`src/design/ebrc_pkg.sv`:
```
package ebrc_pkg;

    localparam int unsigned DataDepthDefault = 256;

    localparam logic [1:0] FaultNone    = 2'd0;
    localparam logic [1:0] FaultInvalid = 2'd1;
    localparam logic [1:0] FaultDivZero = 2'd2;

    localparam logic [7:0] OpNop     = 8'hf8;
    localparam logic [7:0] OpPushImm = 8'hf9;
    localparam logic [7:0] OpJmp     = 8'hfa;
    localparam logic [7:0] OpJe      = 8'hfb;
    localparam logic [7:0] OpJg      = 8'hfc;
    localparam logic [7:0] OpJl      = 8'hfd;

    localparam logic [1:0] FlagEq = 2'b01;
    localparam logic [1:0] FlagGt = 2'b10;

    // ALU operation codes
    localparam logic [2:0] AluAdd = 3'd0;
    localparam logic [2:0] AluSub = 3'd1;
    localparam logic [2:0] AluMul = 3'd2;
    localparam logic [2:0] AluDiv = 3'd3;
    localparam logic [2:0] AluMod = 3'd4;
    localparam logic [2:0] AluAnd = 3'd5;
    localparam logic [2:0] AluOr  = 3'd6;

    localparam logic [1:0] RegSp = 2'd3;

    typedef enum logic [2:0] {
        ST_CLEAR,
        ST_IDLE,
        ST_MEMRD,
        ST_DIV,
        ST_DONE
    } t_state;

    typedef struct packed {
        logic [7:0] next_pc;
        logic       used_operand;
        logic [1:0] fault;
        logic [7:0] reg_a;
        logic [7:0] reg_b;
        logic [7:0] reg_c;
        logic [7:0] stack_ptr;
        logic [1:0] cond_flags;
    } t_result;

    typedef struct packed {
        logic [7:0] opcode;
        logic [7:0] operand_byte;
    } t_instr;

endpackage

```
`src/design/ebrc_if.sv`:
```
interface ebrc_in_if import ebrc_pkg::*; ();
    logic   valid;
    logic   ready;
    t_instr data;
    modport source (output valid, output data, input ready);
    modport sink   (input valid, input data, output ready);
endinterface

interface ebrc_out_if import ebrc_pkg::*; ();
    logic    valid;
    logic    ready;
    t_result data;
    modport source (output valid, output data, input ready);
    modport sink   (input valid, input data, output ready);
endinterface

```
`src/design/ebrc_ram.sv`:
```
module ebrc_ram #(
    parameter int unsigned Width = 8,
    parameter int unsigned Depth = 256
) (
    input  logic                     i_clk,
    input  logic                     i_we,
    input  logic [$clog2(Depth)-1:0] i_waddr,
    input  logic [Width-1:0]         i_wdata,
    input  logic [$clog2(Depth)-1:0] i_raddr,
    output logic [Width-1:0]         o_rdata
);
    logic [Width-1:0] r_mem [Depth];

    always_ff @(posedge i_clk) begin
        if (i_we) begin
            r_mem[i_waddr] <= i_wdata;
        end
        o_rdata <= r_mem[i_raddr];
    end
endmodule

```
`src/design/ebrc_div.sv`:
```
// Restoring divider, one quotient bit per cycle
module ebrc_div import ebrc_pkg::*; (
    input  logic       i_clk,
    input  logic       i_rst_n,
    input  logic       i_start,
    input  logic [7:0] i_dividend,
    input  logic [7:0] i_divisor,
    output logic       o_done,
    output logic [7:0] o_quot,
    output logic [7:0] o_rem
);
    logic [7:0] r_quot, r_rem, r_dvs;
    logic [3:0] r_cnt;
    logic       r_busy;
    logic [8:0] trial;

    assign trial = {r_rem[7:0], r_quot[7]} - {1'b0, r_dvs};

    always_ff @(posedge i_clk) begin
        if (!i_rst_n) begin
            r_busy <= 1'b0;
            r_cnt  <= '0;
        end else if (i_start) begin
            r_busy <= 1'b1;
            r_cnt  <= 4'd8;
            r_quot <= i_dividend;
            r_rem  <= '0;
            r_dvs  <= i_divisor;
        end else if (r_busy) begin
            r_cnt <= r_cnt - 4'd1;
            if (r_cnt == 4'd1) begin
                r_busy <= 1'b0;
            end
            if (!trial[8]) begin
                r_rem <= trial[7:0];
                r_quot <= {r_quot[6:0], 1'b1};
            end else begin
                r_rem <= {r_rem[6:0], r_quot[7]};
                r_quot <= {r_quot[6:0], 1'b0};
            end
        end
    end

    assign o_done = r_busy && (r_cnt == 4'd1);
    // final-step values
    assign o_quot = {r_quot[6:0], ~trial[8]};
    assign o_rem  = trial[8] ? {r_rem[6:0], r_quot[7]} : trial[7:0];
endmodule

```
`src/design/eight_bit_register_cpu_execute.sv`:
```
// Path from acceptance to result valid: ops without a memory read or divide
// finish in MEMRD, pop and load go MEMRD then DONE, and div/mod by a nonzero
// register or immediate go MEMRD then DIV. Throughput: one instruction at a time;
// the next one is taken only in IDLE once the previous result has been taken.
// Reset: synchronous active low; registers, flags and PC clear, then a clearing
// pass zeroes the data memory.
module eight_bit_register_cpu_execute import ebrc_pkg::*; #(
    parameter int unsigned DATA_DEPTH = DataDepthDefault
) (
    input  logic            i_clk,
    input  logic            i_rst_n,
    ebrc_in_if.sink         i_instr,
    ebrc_out_if.source      o_result
);
    localparam int unsigned AW = $clog2(DATA_DEPTH);

    t_state     r_state, n_state;
    logic [7:0] r_regs [4];
    logic [1:0] r_flags;
    logic [7:0] r_pc;
    logic [7:0] r_op, r_imm;
    logic [AW-1:0] r_clr;
    logic       r_ovalid;
    t_result    r_out;

    logic [1:0] d, s;
    logic [3:0] hi;
    logic [7:0] rd, rs;
    logic [2:0] aop;
    logic       is_alu_reg, is_alu_imm, is_alu, is_div;
    logic [7:0] alu_l, alu_r, alu_res;
    logic [15:0] prod;

    // memory access signals
    logic          mem_we;
    logic [AW-1:0] mem_waddr, mem_raddr;
    logic [7:0]    mem_wdata, mem_rdata;

    logic       div_start, div_done;
    logic [7:0] div_q, div_r;

    // finish-step outputs
    logic       fin;
    logic [7:0] wr_val;
    logic [1:0] wr_reg;
    logic       wr_en, sp_inc, sp_dec, flg_en;
    logic [1:0] flg_val;
    logic       used, jump;
    logic [1:0] fault;

    assign hi  = r_op[7:4];
    assign d   = r_op[3:2];
    assign s   = r_op[1:0];
    assign rd  = r_regs[d];
    assign rs  = r_regs[s];
    assign is_alu_reg = (hi >= 4'h2) && (hi <= 4'h9);
    assign is_alu_imm = (hi == 4'hb) || (hi == 4'hc);
    assign is_alu = is_alu_reg || is_alu_imm;
    assign aop = is_alu_reg ? 3'(hi - 4'h2) : 3'(8'(r_op - 8'hb0) >> 2);
    assign alu_l = is_alu_reg ? rd : rs;
    assign alu_r = is_alu_reg ? rs : r_imm;
    assign is_div = is_alu && ((aop == AluDiv) || (aop == AluMod)) && (alu_r != 8'd0);
    assign prod = 16'(alu_l) * 16'(alu_r);

    // ALU result
    always_comb begin
        unique case (aop)
            AluAdd:  alu_res = alu_l + alu_r;
            AluSub:  alu_res = alu_l - alu_r;
            AluMul:  alu_res = prod[7:0];
            AluDiv:  alu_res = (alu_r == 8'd0) ? 8'hff : div_q;
            AluMod:  alu_res = (alu_r == 8'd0) ? alu_l : div_r;
            AluAnd:  alu_res = alu_l & alu_r;
            AluOr:   alu_res = alu_l | alu_r;
            default: alu_res = alu_l ^ alu_r;
        endcase
    end

    function automatic logic [1:0] cmp(input logic [7:0] l, input logic [7:0] r);
        return {l > r, l == r};
    endfunction

    // memory read needed: pop or load
    logic needs_rd;
    assign needs_rd = (hi == 4'he) && (d[1] == 1'b1);

    // next state
    always_comb begin
        n_state = r_state;
        unique case (r_state)
            ST_CLEAR: if (r_clr == AW'(DATA_DEPTH - 1)) n_state = ST_IDLE;
            ST_IDLE:  if (i_instr.valid && !r_ovalid) n_state = ST_MEMRD;
            ST_MEMRD: begin
                if (is_div) n_state = ST_DIV;
                else if (needs_rd) n_state = ST_DONE;
                else n_state = ST_IDLE;
            end
            ST_DIV:   if (div_done) n_state = ST_IDLE;
            ST_DONE:  n_state = ST_IDLE;
            default:  n_state = ST_IDLE;
        endcase
    end

    assign i_instr.ready = (r_state == ST_IDLE) && !r_ovalid;
    assign div_start = (r_state == ST_MEMRD) && is_div;
    assign fin = ((r_state == ST_MEMRD) && !is_div && !needs_rd)
              || (r_state == ST_DONE) || div_done;

    // memory port control; read issued in MEMRD, data in DONE
    always_comb begin
        mem_we    = 1'b0;
        mem_waddr = r_clr;
        mem_wdata = 8'd0;
        mem_raddr = AW'(r_imm);
        if (hi == 4'he && d == 2'd2) mem_raddr = AW'(r_regs[RegSp] - 8'd1);
        if (r_state == ST_CLEAR) begin
            mem_we = 1'b1;
        end else if (r_state == ST_MEMRD) begin
            if (hi == 4'h1) begin
                mem_we = 1'b1; mem_waddr = AW'(rd); mem_wdata = rs;
            end else if (hi == 4'he && d == 2'd0) begin
                mem_we = 1'b1; mem_waddr = AW'(rs); mem_wdata = r_imm;
            end else if (hi == 4'he && d == 2'd1) begin
                mem_we = 1'b1; mem_waddr = AW'(r_regs[RegSp]); mem_wdata = rs;
            end else if (r_op == OpPushImm) begin
                mem_we = 1'b1; mem_waddr = AW'(r_regs[RegSp]); mem_wdata = r_imm;
            end
        end
    end

    ebrc_ram #(.Width(8), .Depth(DATA_DEPTH)) u_ram (
        .i_clk   (i_clk),
        .i_we    (mem_we),
        .i_waddr (mem_waddr),
        .i_wdata (mem_wdata),
        .i_raddr (mem_raddr),
        .o_rdata (mem_rdata)
    );

    ebrc_div u_div (
        .i_clk      (i_clk),
        .i_rst_n    (i_rst_n),
        .i_start    (div_start),
        .i_dividend (alu_l),
        .i_divisor  (alu_r),
        .o_done     (div_done),
        .o_quot     (div_q),
        .o_rem      (div_r)
    );

    // decode of state updates at finish
    always_comb begin
        wr_en = 1'b0; wr_reg = s; wr_val = alu_res;
        sp_inc = 1'b0; sp_dec = 1'b0;
        flg_en = 1'b0; flg_val = cmp(rd, rs);
        used = 1'b0; jump = 1'b0; fault = FaultNone;
        if (hi == 4'h0) begin
            wr_en = 1'b1; wr_reg = d; wr_val = rs;
        end else if (hi == 4'h1) begin
            wr_en = 1'b0;
        end else if (is_alu_reg) begin
            wr_en = 1'b1; wr_reg = d;
            if ((aop == AluDiv || aop == AluMod) && alu_r == 8'd0) fault = FaultDivZero;
        end else if (hi == 4'ha) begin
            flg_en = 1'b1;
        end else if (is_alu_imm) begin
            wr_en = 1'b1; used = 1'b1;
            if ((aop == AluDiv || aop == AluMod) && alu_r == 8'd0) fault = FaultDivZero;
        end else if (hi == 4'hd) begin
            wr_en = 1'b1;
            unique case (d)
                2'd0: wr_val = ~rs;
                2'd1: wr_val = rs + 8'd1;
                2'd2: wr_val = rs - 8'd1;
                default: begin wr_val = r_imm; used = 1'b1; end
            endcase
        end else if (hi == 4'he) begin
            unique case (d)
                2'd0: used = 1'b1;
                2'd1: sp_inc = 1'b1;
                2'd2: begin sp_dec = 1'b1; wr_en = 1'b1; wr_val = mem_rdata; end
                default: begin used = 1'b1; wr_en = 1'b1; wr_val = mem_rdata; end
            endcase
        end else begin
            priority if (r_op[7:2] == 6'b111100) begin
                used = 1'b1; flg_en = 1'b1; flg_val = cmp(rs, r_imm);
            end else if (r_op == OpNop) begin
                used = 1'b0;
            end else if (r_op == OpPushImm) begin
                used = 1'b1; sp_inc = 1'b1;
            end else if (r_op == OpJmp) begin
                used = 1'b1; jump = 1'b1;
            end else if (r_op == OpJe) begin
                used = 1'b1; jump = (r_flags & FlagEq) != 2'b00;
            end else if (r_op == OpJg) begin
                used = 1'b1; jump = (r_flags & FlagGt) != 2'b00;
            end else if (r_op == OpJl) begin
                used = 1'b1; jump = r_flags == 2'b00;
            end else begin
                fault = FaultInvalid;
            end
        end
    end

    // state registers
    always_ff @(posedge i_clk) begin
        if (!i_rst_n) begin
            r_state  <= ST_CLEAR;
            r_clr    <= '0;
            r_flags  <= '0;
            r_pc     <= '0;
            r_ovalid <= 1'b0;
            for (int i = 0; i < 4; i++) r_regs[i] <= '0;
        end else begin
            r_state <= n_state;
            if (r_state == ST_CLEAR) r_clr <= r_clr + AW'(1);
            if (i_instr.valid && i_instr.ready) begin
                r_op  <= i_instr.data.opcode;
                r_imm <= i_instr.data.operand_byte;
            end
            if (o_result.ready && !fin) r_ovalid <= 1'b0;
            if (fin) begin
                automatic logic [7:0] sp_n = r_regs[RegSp];
                automatic logic [7:0] pc_n = r_pc;
                automatic logic [7:0] regs_n [4];
                automatic logic [1:0] flg_n = r_flags;
                for (int i = 0; i < 4; i++) regs_n[i] = r_regs[i];
                if (sp_inc) sp_n = sp_n + 8'd1;
                if (sp_dec) sp_n = sp_n - 8'd1;
                regs_n[RegSp] = sp_n;
                if (wr_en) regs_n[wr_reg] = wr_val;
                if (flg_en) flg_n = flg_val;
                if (fault != FaultInvalid) begin
                    pc_n = jump ? r_imm : r_pc + 8'd1 + {7'd0, used};
                end
                for (int i = 0; i < 4; i++) r_regs[i] <= regs_n[i];
                r_flags  <= flg_n;
                r_pc     <= pc_n;
                r_ovalid <= 1'b1;
                r_out    <= '{next_pc: pc_n, used_operand: used, fault: fault,
                              reg_a: regs_n[0], reg_b: regs_n[1], reg_c: regs_n[2],
                              stack_ptr: regs_n[3], cond_flags: flg_n};
            end
        end
    end

    assign o_result.valid = r_ovalid;
    assign o_result.data  = r_out;
endmodule

```
`src/flat_wrapper.sv`:
```
// flat-port wrapper written by rule: the top's interface ports become plain ports
module eight_bit_register_cpu_execute_flat import ebrc_pkg::*;
#(
    parameter int unsigned DATA_DEPTH = DataDepthDefault
)
  (i_clk, i_rst_n, i_instr_valid, i_instr_data, i_instr_ready, o_result_valid, o_result_data, o_result_ready);
  ebrc_in_if i_instr_i ();
  ebrc_out_if o_result_i ();
  input  logic i_clk;
  input  logic i_rst_n;
  input wire logic [$bits(i_instr_i.valid)-1:0] i_instr_valid;
  input wire logic [$bits(i_instr_i.data)-1:0] i_instr_data;
  output wire logic [$bits(i_instr_i.ready)-1:0] i_instr_ready;
  output wire logic [$bits(o_result_i.valid)-1:0] o_result_valid;
  output wire logic [$bits(o_result_i.data)-1:0] o_result_data;
  input wire logic [$bits(o_result_i.ready)-1:0] o_result_ready;
  assign i_instr_i.valid = i_instr_valid;
  assign i_instr_i.data = i_instr_data;
  assign i_instr_ready = i_instr_i.ready;
  assign o_result_valid = o_result_i.valid;
  assign o_result_data = o_result_i.data;
  assign o_result_i.ready = o_result_ready;
  eight_bit_register_cpu_execute #(.DATA_DEPTH(DATA_DEPTH)) u_core (.i_clk(i_clk), .i_rst_n(i_rst_n), .i_instr(i_instr_i), .o_result(o_result_i));
endmodule
```
`config.mk`:
```
export PLATFORM = sky130hd
export DESIGN_NAME = eight_bit_register_cpu_execute_flat
export DESIGN_NICKNAME = d
export VERILOG_FILES = /design/src/design/ebrc_pkg.sv /design/src/design/ebrc_if.sv /design/src/design/ebrc_ram.sv /design/src/design/ebrc_div.sv /design/src/design/eight_bit_register_cpu_execute.sv /design/src/flat_wrapper.sv
export SDC_FILE = /design/constraint.sdc
export NUM_CORES = 2
export LEC_CHECK = 0
export ABC_AREA = 1
export BUFFER_PORTS_ARGS = -buffer_cell sky130_fd_sc_hd__clkbuf_2
export CAP_MARGIN = 30
export CORE_MARGIN = 4
export CORE_UTILIZATION = 38
export DETAILED_ROUTE_END_ITERATION = 8
export PLACE_DENSITY = 0.6
export SLEW_MARGIN = 5
export SYNTH_ARGS = -nofsm -noshare
export SYNTH_HDL_FRONTEND = slang
export SYNTH_SLANG_ARGS = --single-unit
```
`constraint.sdc`:
```
create_clock -name i_clk -period 10.25 [get_ports i_clk]
set_input_delay 2.05 -clock i_clk [delete_from_list [all_inputs] [get_ports i_clk]]
set_output_delay 2.05 -clock i_clk [all_outputs]
set_load 0.03 [all_outputs]
```
==> impl_metrics.env <==
export IMPL_outcome="completed"
export IMPL_dp_slack_ns=3.82
export IMPL_fin_crit_ns=6.50
export IMPL_fmax_mhz=154
export IMPL_ys_async_sr_fraction_pct=0
export IMPL_timing_final_ws_setup_ns=3.75
export IMPL_cts_repair_resized=0
export IMPL_grt_pass1_wl_mm=393
export IMPL_synth_fp_nets=7737
export IMPL_num_vias=62400
export IMPL_cp_required_ns=10.83
export IMPL_ant_nets=0
export IMPL_drv_slew=0
export IMPL_ioPinCount=67
export IMPL_place_gp_congestion=0.922
export IMPL_r2r_cells=26
export IMPL_grt_start_max_net_pins=225
export IMPL_drt_first_pass_iters=7
export IMPL_root_buffer="clkbuf_16"
export IMPL_setup_viol=0
export IMPL_fp_dieArea_mm2=0.252
export IMPL_synth_cell_area_mm2=0.0929
export IMPL_avgSynthCellArea_um2=12.2
export IMPL_pwr_share_seq_pct=54.7
export IMPL_seq_area_frac_synth_pct=70.9
export IMPL_synth_cells=7622
export IMPL_power_density_mw_per_mm2=173
export IMPL_drive_gt1_share_pct=7.01
export IMPL_worst_slew_pin_slew_ns=1.45
export IMPL_nets=7599
export IMPL_clkPwrFrac_pct=44.5
export IMPL_fin_area_mm2=0.103
export IMPL_crit_fanout=20
export IMPL_timing_rr_end="u_core.r_regs[2][6]$_SDFFCE_PN0P_"
export IMPL_grt_pass1_vias=59000
export IMPL_wl_per_cell_um=24.5
export IMPL_worstSetupPathType="register to register"
export IMPL_intPower_uw=14200
export IMPL_clk_path_buf_depth=3
export IMPL_drtIter0Drc=7332
export IMPL_synth_distinct_cells=53
export IMPL_hold_viol=0
export IMPL_cp_end_kind="register"
export IMPL_crit_path_end="u_core.r_regs[2][6]$_SDFFCE_PN0P_"
export IMPL_drt_total_wl_mm=267
export IMPL_p_sw_share_pct=20.2
export IMPL_start_util_pct=38.2
export IMPL_p_switching_uw=3620
export IMPL_ys_seq_elements=2204
export IMPL_cts_sinks=2204
export IMPL_placed_area_mm2=0.0961
export IMPL_vias_per_cell=5.73
export IMPL_cp_start_kind="register"
export IMPL_r2r_slack_ns=3.75
export IMPL_fin_setup_tns_ns=0
export IMPL_worstHoldPathType="register to register"
export IMPL_hold_buffers=0
export IMPL_dpl_hpwl_mm=150
export IMPL_slew_headroom_pct=3.27
export IMPL_die_x_um=502
export IMPL_rsz0062_at_grt="false"
export IMPL_syn_to_final_growth_pct=11.3
export IMPL_globalRouteTotalUtil_pct=20.5
export IMPL_core_area_mm2=0.243
export IMPL_clk_pin_slew_worst_paths_ns=0.06
export IMPL_antenna_found_initial=8
export IMPL_synth_edf_count=2165
export IMPL_fillCellCount=22300
export IMPL_rows=181
export IMPL_crit_arrival_ns=7.08
export IMPL_postCtsSetupBuffers=0
export IMPL_irDropWorstVdd_v=0.000132
export IMPL_skew_ns=0.0644
export IMPL_whs_ns=0.494
export IMPL_htree_num_levels=4
export IMPL_drc=0
export IMPL_post_route_period_util_pct=63.5
export IMPL_cts_buffers=218
export IMPL_cts_tree="yes"
export IMPL_combPwrFrac_pct=0.8
export IMPL_clk_latency_ns=0.89
export IMPL_ys_warn_count=0
export IMPL_synth_flop_cell="edfxtp_1"
export IMPL_p_leak_uw=0.0289
export IMPL_io_buffers=66
export IMPL_globalRoute_totalOverflow=0
export IMPL_chipHeight_um=502
export IMPL_cap_viol_max_count=0
## cell type report
cell class	instances	area, um2	share of cell area [%]
inverters	292	1130	1.09
diodes	3	7.51	0.00726
multi-input cells	4612	23900	23.1
repair buffers	156	1400	1.35
flip-flops and latches	2204	65800	63.6
clock buffers	275	5820	5.63
well taps	3202	4010	3.88
clock inverters	140	1330	1.28
## cells in the final DEF, fill, tap and decap left out, types with 8 or more instances in the layout
cell / instances
edfxtp_1: 2165
nor2_1: 1464
o21ai_0: 1168
nand2_1: 493
nand3_1: 329
o22ai_1: 291
inv_1: 273
o211ai_1: 245
o221ai_1: 234
clkbuf_16: 222
ha_1: 80
clkbuf_2: 66
a21oi_1: 63
clkinv_1: 61
buf_4: 61
clkbuf_1: 46
clkinv_2: 40
o21ai_1: 39
dfxtp_1: 39
xor2_1: 32
o21bai_1: 28
buf_12: 25
nor3_1: 16
bufinv_16: 16
fa_1: 15
or2_2: 14
inv_2: 11
a31oi_1: 10
clkinvlp_4: 10
clkinv_16: 9
nand4_1: 8
o31ai_1: 8
a21oi_4: 8
## worst max-delay path, stage by stage, from the launching register on
cell and delay [ns]:
dfxtp_1 0.85, inv_2 0.35, nand2_1 0.13, nand3_1 0.08, nand2_1 0.26, inv_1 0.21, o21ai_1 0.57, inv_1 0.25
nor2_1 0.20, fa_1 0.44, ha_1 0.29, inv_1 0.05, fa_1 0.48, inv_1 0.04, ha_1 0.30, inv_1 0.06
o21ai_0 0.22, xor2_1 0.31, o221ai_1 0.17, nor2_1 0.14, nand3_1 0.09, o21ai_0 0.14, nand3_1 0.11, nand2_1 0.24
nand3_1 0.11, nand2_1 0.12, nor2_1 0.04
## per-stage QoR
| step | total power (uW) | util (%) | instances |
|---|---|---|---|
| floorplan | 10000 | - | 7622 |
| finish | 17900 | 42.5 | 10900 |
| CTS | 18000 | 42.4 | 10900 |
| global placement | 10100 | 39.5 | 10500 |
| detailed placement | 10100 | 39.5 | 10500 |
| global route | 18400 | 42.5 | 10900 |
## metal layers
layer / vias to the layer above / track usage (%) / part of all wire, %
met5: - / 0 / 0.018
met4: 6 / 6.06 / 2.7
met3: 441 / 4.12 / 8.9
met2: 2688 / 32.2 / 46
met1: 31300 / 28.7 / 42
li1: 27900 / - / -
## worst min path at each step
stage | from | to | slack, ns | cells after the start
2_1_floorplan | u_core.u_div.r_cnt[2]$_SDFFE_PP0P_ | u_core.u_div.r_cnt[2]$_SDFFE_PP0P_ | 0.46 | 2
3_3_place_gp | u_core.u_div.r_cnt[2]$_SDFFE_PP0P_ | u_core.u_div.r_cnt[2]$_SDFFE_PP0P_ | 0.47 | 2
3_5_place_dp | u_core.u_div.r_cnt[2]$_SDFFE_PP0P_ | u_core.u_div.r_cnt[2]$_SDFFE_PP0P_ | 0.49 | 2
4_1_cts | u_core.u_div.r_cnt[2]$_SDFFE_PP0P_ | u_core.u_div.r_cnt[2]$_SDFFE_PP0P_ | 0.50 | 2
5_1_grt | u_core.o_result.valid$_SDFFE_PN0P_ | u_core.o_result.valid$_SDFFE_PN0P_ | 0.53 | 2
6_report | u_core.u_div.r_cnt[2]$_SDFFE_PP0P_ | u_core.u_div.r_cnt[2]$_SDFFE_PP0P_ | 0.49 | 2
## synthesized netlist by cell type (9+ instances only)
cell type / instances / area [um2]
buf_4: 9 / 67.6
edfxtp_1: 2165 / 65000
nor2_1: 1465 / 5500
o21bai_1: 28 / 210
buf_1: 16 / 60.1
nand2_1: 497 / 1870
nand3_1: 329 / 1650
o21ai_0: 1168 / 5850
a31oi_1: 10 / 62.6
dfxtp_1: 39 / 781
nor3_1: 18 / 90.1
o211ai_1: 245 / 1840
o22ai_1: 291 / 1820
or2_2: 14 / 87.6
inv_1: 275 / 1030
o221ai_1: 234 / 2050
ha_1: 80 / 1000
xor2_1: 32 / 280
buf_2: 152 / 761
a21oi_1: 71 / 355
fa_1: 15 / 300
clkbuf_1: 331 / 1240
inv_2: 12 / 45.0
o21ai_1: 40 / 200
## state kept, by name, indices dropped and copies added (netlist names), 3 cells and up, named ones only
| register | cells |
|---|---|
| u_core.o_result.data | 45 |
| u_core.r_clr | 8 |
| u_core.r_imm | 8 |
| u_core.r_op | 8 |
| u_core.r_pc | 8 |
| u_core.r_regs | 32 |
| u_core.r_state | 3 |
| u_core.u_div.r_cnt | 4 |
| u_core.u_div.r_dvs | 8 |
| u_core.u_div.r_quot | 8 |
| u_core.u_div.r_rem | 8 |
| u_core.u_ram.o_rdata | 8 |
| u_core.u_ram.r_mem | 2048 |
## power by group through the flow
| stage | combinational, uW | sequential, uW | clock (uW) |
|---|---|---|---|
| after global routing | 154 | 9770 | 8440 |
| final | 143 | 9770 | 7940 |
| after detailed placement | 139 | 9960 | 0 |
| after floorplan | 73.2 | 9960 | 0 |
| after global placement | 141 | 9960 | 0 |
| after CTS | 140 | 9770 | 8040 |
## kinds of logic after synthesis
group / count (synthesis) / synth area share, %
buffers and inverters: 806 / 3.55
adders and majority gates: 95 / 1.40
xor gates and xnor gates: 39 / 0.368
and+or+nand+nor: 2355 / 10.2
DFF: 2204 / 70.9
AOI/OAI and AO/OA: 2123 / 13.7
No activity file was read; power rests on OpenSTA's default activity.
